$ cat config.mk
export PLATFORM = sky130hd
export DESIGN_NAME = pbsgc_ctrl
export DESIGN_NICKNAME = d
export VERILOG_FILES = /design/src/rtl/pbsgc_pkg.sv /design/src/rtl/pbsgc_ctrl.sv
export SDC_FILE = /design/constraint.sdc
export NUM_CORES = 1
export LEC_CHECK = 0
export BUFFER_PORTS_ARGS = -buffer_cell sky130_fd_sc_hd__buf_2
export CAP_MARGIN = 20
export CELL_PAD_IN_SITES_DETAIL_PLACEMENT = 1
export CELL_PAD_IN_SITES_GLOBAL_PLACEMENT = 2
export CORE_AREA = 2 2 39 41
export DETAILED_ROUTE_END_ITERATION = 10
export DIE_AREA = 0 0 41 43
export MAX_ROUTING_LAYER = met4
export PLACE_DENSITY = 0.71
export SYNTH_ARGS = -nofsm -noshare
export SYNTH_HDL_FRONTEND = slang
export SYNTH_SLANG_ARGS = --single-unit
$ cat constraint.sdc
create_clock -name clk_i -period 1.85 [get_ports clk_i]
set_input_delay 0.37 -clock clk_i [delete_from_list [all_inputs] [get_ports clk_i]]
set_output_delay 0.37 -clock clk_i [all_outputs]
set_load 0.1 [all_outputs]
$ cat src/rtl/pbsgc_pkg.sv
// ----------------------------------------------------------------------------
// pbsgc_pkg: shared types and constants of the packed base store GC counter
// Item structs, command codes, base codes and controller/datapath interface.
// ----------------------------------------------------------------------------
package pbsgc_pkg;

  localparam int unsigned FieldW = 17;
  localparam int unsigned CharW  = 8;
  localparam int unsigned CodeW  = 4;
  localparam int unsigned CmdW   = 2;

  // command codes
  localparam logic [CmdW-1:0] CMD_CLEAR  = 2'd0;
  localparam logic [CmdW-1:0] CMD_APPEND = 2'd1;
  localparam logic [CmdW-1:0] CMD_QUERY  = 2'd2;

  // base codes
  localparam logic [CodeW-1:0] CODE_A       = 4'd0;
  localparam logic [CodeW-1:0] CODE_C       = 4'd1;
  localparam logic [CodeW-1:0] CODE_G       = 4'd2;
  localparam logic [CodeW-1:0] CODE_T       = 4'd3;
  localparam logic [CodeW-1:0] CODE_INVALID = 4'hf;

  localparam logic [CharW-1:0] CHAR_A     = 8'h41;
  localparam logic [CharW-1:0] CHAR_C     = 8'h43;
  localparam logic [CharW-1:0] CHAR_G     = 8'h47;
  localparam logic [CharW-1:0] CHAR_T     = 8'h54;
  localparam logic [CharW-1:0] CHAR_LOW_A = 8'h61;
  localparam logic [CharW-1:0] CHAR_LOW_Z = 8'h7a;
  localparam logic [CharW-1:0] CASE_DIFF  = 8'h20;

  typedef struct packed {
    logic [CmdW-1:0]   command;
    logic [CharW-1:0]  base_char;
    logic [FieldW-1:0] range_start;
    logic [FieldW-1:0] range_end;
  } in_t;

  typedef struct packed {
    logic [FieldW-1:0] gc_count;
    logic [FieldW-1:0] valid_count;
    logic              beyond_length;
  } out_t;

  // controller -> datapath
  typedef struct packed {
    logic clear;
    logic append;
    logic start;
    logic walk;
    logic out_load;
  } cmd_t;

  // datapath -> controller
  typedef struct packed {
    logic skip;      // query needs no walk (end past length or empty range)
    logic last_pos;  // walk pointer sits on the final position
  } sts_t;

  // upper-case and map one character to its 4-bit code
  function automatic logic [CodeW-1:0] encode_base(input logic [CharW-1:0] ch);
    logic [CharW-1:0] up;
    logic [CodeW-1:0] code;
    up = ch;
    if (ch >= CHAR_LOW_A && ch <= CHAR_LOW_Z) begin
      up = ch - CASE_DIFF;
    end
    unique case (up)
      CHAR_A:  code = CODE_A;
      CHAR_C:  code = CODE_C;
      CHAR_G:  code = CODE_G;
      CHAR_T:  code = CODE_T;
      default: code = CODE_INVALID;
    endcase
    return code;
  endfunction

endpackage

$ cat src/rtl/pbsgc_ctrl.sv
// ----------------------------------------------------------------------------
// pbsgc_ctrl: controller of the GC counter
// Decodes commands, sequences the walk over the store and owns the output
// valid flag.
// ----------------------------------------------------------------------------
module pbsgc_ctrl (
  input  logic                          clk_i,
  input  logic                          rst_ni,
  input  logic                          in_valid_i,
  output logic                          in_ready_o,
  input  logic [pbsgc_pkg::CmdW-1:0]    command_i,
  output logic                          out_valid_o,
  input  logic                          out_ready_i,
  input  pbsgc_pkg::sts_t               sts_i,
  output pbsgc_pkg::cmd_t               cmd_o
);
  import pbsgc_pkg::*;

  typedef enum logic [1:0] {
    ST_IDLE,
    ST_WALK,
    ST_FLUSH,
    ST_DONE
  } state_e;

  state_e state_q, state_d;
  logic   out_valid_q, out_valid_d;
  logic   in_acc;

  assign in_ready_o  = (state_q == ST_IDLE);
  assign out_valid_o = out_valid_q;
  assign in_acc      = in_valid_i && in_ready_o;

  // next state and datapath commands
  always_comb begin
    state_d     = state_q;
    out_valid_d = out_valid_q;
    cmd_o       = '0;
    if (out_valid_q && out_ready_i) begin
      out_valid_d = 1'b0;
    end
    unique case (state_q)
      ST_IDLE: begin
        if (in_acc) begin
          unique case (command_i)
            CMD_CLEAR:  cmd_o.clear  = 1'b1;
            CMD_APPEND: cmd_o.append = 1'b1;
            CMD_QUERY: begin
              cmd_o.start = 1'b1;
              state_d     = sts_i.skip ? ST_DONE : ST_WALK;
            end
            default: ;
          endcase
        end
      end
      ST_WALK: begin
        cmd_o.walk = 1'b1;
        if (sts_i.last_pos) begin
          state_d = ST_FLUSH;
        end
      end
      ST_FLUSH: begin
        state_d = ST_DONE;
      end
      ST_DONE: begin
        if (!out_valid_q || out_ready_i) begin
          cmd_o.out_load = 1'b1;
          out_valid_d    = 1'b1;
          state_d        = ST_IDLE;
        end
      end
      default: state_d = ST_IDLE;
    endcase
  end

  // state and registered output flag
  always_ff @(posedge clk_i or negedge rst_ni) begin
    if (!rst_ni) begin
      state_q     <= ST_IDLE;
      out_valid_q <= 1'b0;
    end else begin
      state_q     <= state_d;
      out_valid_q <= out_valid_d;
    end
  end

`ifndef SYNTHESIS
  // an accepted query always takes the block out of idle
  a_query_busy: assert property (@(posedge clk_i) disable iff (!rst_ni)
    (in_acc && command_i == CMD_QUERY) |=> !in_ready_o)
    else $error("query did not leave idle");

  // a result is only loaded into a free or draining output register
  a_load_free: assert property (@(posedge clk_i) disable iff (!rst_ni)
    cmd_o.out_load |-> (!out_valid_q || out_ready_i))
    else $error("output overwritten");
`endif

endmodule

==> impl_metrics.toml, run 1 <==
[cts]
insertion_delay_ns = 0.23
cts_tree = "done"
root_buffer = "clkbuf_4"
cts.sinks = 3
cts_buffer_depth = 2
numCtsBuffers = 3
htree_levels = 1
worst_setup_hold_path_clk_slew_ns = 0.03

[die]
floorplan.die.width_um = 41
core_area_mm2 = 0.001384
io_pins = 15
design.die.area_mm2 = 0.001763
start_util = 0.2089
row_count = 14
die-height_um = 43

[synthesis]
yosys_warnings = 0
synth_nets = 40
synthTopCellsByArea = "dfrtp_1 (26%), ha_1 (22%), a2111oi_4 (9.5%)"
yosys.area.top_type_share = 0.2597
synth.distinct_cells = 16
yosysTopAreaCell = "dfrtp_1"
ys_seq_area_frac = 0.2597
avgSynthCellArea_um2 = 10.70
synth-seq-cells = 3
syn_area_um2 = 289.0
synthCells = 27

[routing]
ant_nets = 0
dr.pass1.iters = 2
vias = 308
wirelength_um = 784
drc = 0
wl_per_cell_um = 10.89
viasPerCell = 4.278
drtIter0Drc = 1

[global_routing]
grt_pass1_vias = 318
grt.overflow.total = 0
antenna_found_initial = 0
track_usage = 0.1125
gr-usage-met2 = 0.1906
gr-usage-met3 = 0.01047
grt_first_pass_wirelength_um = 1304
grt_busiest_layer = "met2"
grt_start_max_net_pins = 4
gr-usage-met1 = 0.1104

[placed_design]
hpwl_um = 585.9
dpl_cell_area_um2 = 475.5
port-buffer-count = 14
place.gp.congestion = 0.6137
pre_cts_slack_ns = 0.1752

[setup_path]
critPathLaunch = "state_q[0]"
cp.required_ns = 1.48
path_cells = "inv_2 > ha_4 > nand3_4 > nor3b_4 > buf_12"
r2r-end = "state_q[1]"
cp.depth = 5
critPathMaxStageDelay_ns = 0.40
crit_buf_inv = 2
criticalPathCategory = "flip-flop to output port"
critPathLaunchType = "flip-flop"
reg2reg_setup_slack_ns = 0.17
cp_data_arrival_time_ns = 1.46
cpLargestDelayFamily = "flip-flops"
critPathMaxFanout = 3
r2r_cells = 7
cp_slowest_cell = "dfrtp_1"
setup.worst_path.end = "cmd_o[3]"
cp-end-kind = "output port"
r2r_start = "state_q[1]"

[sta]
setup_violations = 0
rsz0062_at_grt = "true"
fin_tns_setup_ns = 0
tightest_slew_ns = 0.4827
whs_ns = 0.4276
final_hold_viol_count = 0
slew_headroom = 0.6804
drv_slew = 0
fmax_ghz = 0.5479
fin_worst_skew_ns = 0.0006656
layout_min_cycle_time_ns = 1.825
fin_ws_ns = 0.02498
fin_crit_sh = 0.9865

[final_layout]
fin_area_um2 = 606.8
final.fill_count = 163
final_common_cell = "buf_4"
drive_gt1_frac = 0.6964
area_growth_pct = 110.0
seq_area_um2 = 75.07
fin_nets = 70
insertedDiodeCount = 0
layout_common_cells = "buf_4 (12), buf_2 (8), clkbuf_4 (4)"
multi_input_area_um2 = 270.3

[outcome]
status = "finished, final reports clean"

[run]
cap_violations = 0

[hold_path]
hp-class = "input port to flip-flop"
[per-layer routing]
layer | wire length, um | vias up
met5 | 0 | -
met4 | 0 | 0
met3 | 73 | 0
met2 | 417 | 14
met1 | 294 | 142
li1 | - | 152
[state kept, by name, indices dropped and copies added, names as in the netlist]
signal / cells
state_q: 2
out_valid_o: 1
[worst min-delay path by stage]
stage | startpoint | to | slack (ns) | cells after the start
floorplan | rst_ni | out_valid_o | 0.07 | 0
global placement | rst_ni | out_valid_o | 0.17 | 1
detailed placement | rst_ni | out_valid_o | 0.17 | 1
CTS | out_ready_i | out_valid_o | 0.42 | 3
global route | out_ready_i | out_valid_o | 0.44 | 3
finish | out_ready_i | out_valid_o | 0.43 | 3
[layout make-up]
class                      instances  share of cell area
multi-input combinational         22              0.4454
sequential                         3              0.1237
inverter                           2             0.01237
timing repair buffer              25              0.3423
tap                               16             0.03299
clock buffer                       4             0.04330
[synth_stat cells (all sizes together)]
master   n
a2bb2oi  1
inv      2
nor3     2
mux2i    2
nor2     2
ha       5
nor3b    1
and3b    1
nand3    1
a2111oi  1
and2     1
nor2b    1
dfrtp    3
nand2b   3
and2b    1
[stage by stage]
stage | util | cells
after floorplan | - | 27
after global placement | 0.3436 | 57
after detailed placement | 0.3436 | 57
after CTS | 0.4168 | 69
after global routing | 0.4385 | 72
final | 0.4385 | 72
[logic make-up (layout without fill, tap and decap cells)]
kind of cell / count (synthesis) / after routing / synth area share
adder cells (fa/ha/maj): 5 / 5 / 0.2165
multiplexers: 2 / 2 / 0.06927
buffers and inverters: 2 / 31 / 0.02598
flip-flops: 3 / 3 / 0.2597
AO/OA/AOI/OAI: 2 / 2 / 0.1256
AND/OR/NAND/NOR: 13 / 13 / 0.3031
[tightest hold or removal path, stage by stage]
cell	delay, ns
buf_2	0.08
nand2b_1	0.11
nand2b_1	0.05
[repair_timing]
| item | 4_1_cts | 5_1_grt |
|---|---|---|
| buffers inserted | 7 | 3 |
| pin swaps | 3 | 2 |
| hold buffers | 1 | 0 |
| endpoints found under the hold margin | 3 | 0 |
| setup endpoints to repair | 1 | 5 |
| resized for setup | 2 | 5 |
Power of run 1 is not shown: default switching activity piles up to over one toggle a cycle in this logic, so the estimate is an artifact.
==> run 2, diff against run 1 <==
Settings changed: SETUP_SLACK_MARGIN from default to 0.15.
==> run 2 against run 1 <==
Compared with the run above: non-clock buffer count down 2; core utilization up 2.0 points; design area is 4.5% higher; global-route usage is 0.31 points higher; die area did not move; cell count is 2.8% lower; clock-buffer cell count stayed put; sequential share of layout area is 0.34 points lower; setup slack gained 0.030 ns.
==> impl_metrics.toml, run 2 (synthesis results as in run 1) <==
[global_routing]
antenna_found_initial = 0
grt.overflow.total = 0
grt_pass1_vias = 311
grt_start_max_net_pins = 4
track_usage = 0.1156
grt_first_pass_wirelength_um = 1297

[routing]
viasPerCell = 4.329
drtIter0Drc = 0
ant_nets = 0
vias = 303
dr.pass1.iters = 1
drc = 0
wirelength_um = 866
wl_per_cell_um = 12.37

[final_layout]
final_common_cell = "buf_2"
drive_gt1_frac = 0.7407
insertedDiodeCount = 0
layout_common_cells = "buf_2 (9), buf_4 (8), buf_12 (5), ha_4 (3), clkbuf_4 (3)"
largest_reg_flops = 2
final.fill_count = 156
fin_nets = 68
area_growth_pct = 119.5
fin_cells = 70
regMostFlops = "state_q"

[setup_path]
cp-end-kind = "output port"
r2r_start = "state_q[1]"
critPathLaunchType = "flip-flop"
cp.required_ns = 1.48
r2r_cells = 5
criticalPathCategory = "flip-flop to output port"
critPathMaxFanout = 3
r2r-end = "state_q[1]"
cp_data_arrival_time_ns = 1.42
reg2reg_setup_slack_ns = 0.18

[hold_path]
hp-class = "input port to flip-flop"
hold_start = "out_ready_i"
hold_depth = 3
min_to = "out_valid_o"

[sta]
rsz0062_at_grt = "true"
final_hold_viol_count = 0
fin_tns_setup_ns = 0
fmax_ghz = 0.5572
fin_worst_skew_ns = 0.0001521
tightest_slew_ns = 0.4836
fin_crit_sh = 0.9701
fin_ws_ns = 0.05540
drv_slew = 0
slew_headroom = 0.6798
setup_violations = 0
layout_min_cycle_time_ns = 1.795
whs_ns = 0.4467

[die]
core_area_mm2 = 0.001384
floorplan.die.width_um = 41
start_util = 0.2089
die-height_um = 43
design.die.area_mm2 = 0.001763
row_count = 14
io_pins = 15

[cts]
root_buffer = "clkbuf_4"
numCtsBuffers = 3
htree_levels = 1
insertion_delay_ns = 0.23
cts.sinks = 3
cts_buffer_depth = 2
cts_tree = "done"
worst_setup_hold_path_clk_slew_ns = 0.04

[placed_design]
port-buffer-count = 14
dp.cells = 57
hpwl_um = 613
place.gp.congestion = 0.6407
pre_cts_slack_ns = 0.1536

[run]
cap_violations = 0

[outcome]
status = "finished, final reports clean"
run 2: worst max-delay path, stage by stage (launching register included):
cell	delay (ns)
dfrtp_1	0.39
inv_2	0.12
ha_4	0.16
nand3_4	0.10
nor3b_4	0.22
buf_12	0.20
run 2: repair_timing:
action | 4_1_cts | 5_1_grt
hold buffers | 1 | 0
hold endpoints to repair | 3 | 0
pin swaps | 3 | 3
gates resized for setup | 4 | 9
endpoints found under the setup margin | 6 | 8
setup buffers | 5 | 3
run 2: layout make-up:
type,instances,area [um^2],share of cell area
multi-input cells,22,289.0,0.4556
flip-flops and latches,3,76.32,0.1203
clock buffers,4,26.28,0.04142
inverters,2,7.507,0.01183
repair buffers,23,215.2,0.3393
well taps,16,20.02,0.03156
run 2: routing by layer:
metal,vias up,track usage,share of wire
li1,146,-,-
met5,-,-,0
met1,143,0.1071,0.37
met3,0,0.03141,0.074
met2,14,0.2094,0.55
met4,0,0.04000,0
run 2: worst max-delay path by stage:
stage	from	to	depth (start not counted)
detailed placement	state_q[0]	cmd_o[3]	5
global route	state_q[0]	cmd_o[3]	5
floorplan	state_q[1]	cmd_o[3]	4
finish	state_q[0]	cmd_o[3]	5
global placement	state_q[0]	cmd_o[3]	5
CTS	state_q[0]	cmd_o[3]	5
run 2: metrics by stage:
step	utilization	cell area, um^2
2_1_floorplan	-	341.6
3_3_place_gp	0.3445	476.7
3_5_place_dp	0.3445	476.7
4_1_cts	0.4105	568.0
5_1_grt	0.4584	634.4
6_report	0.4584	634.4
Power of run 2 is left out for the same reason.
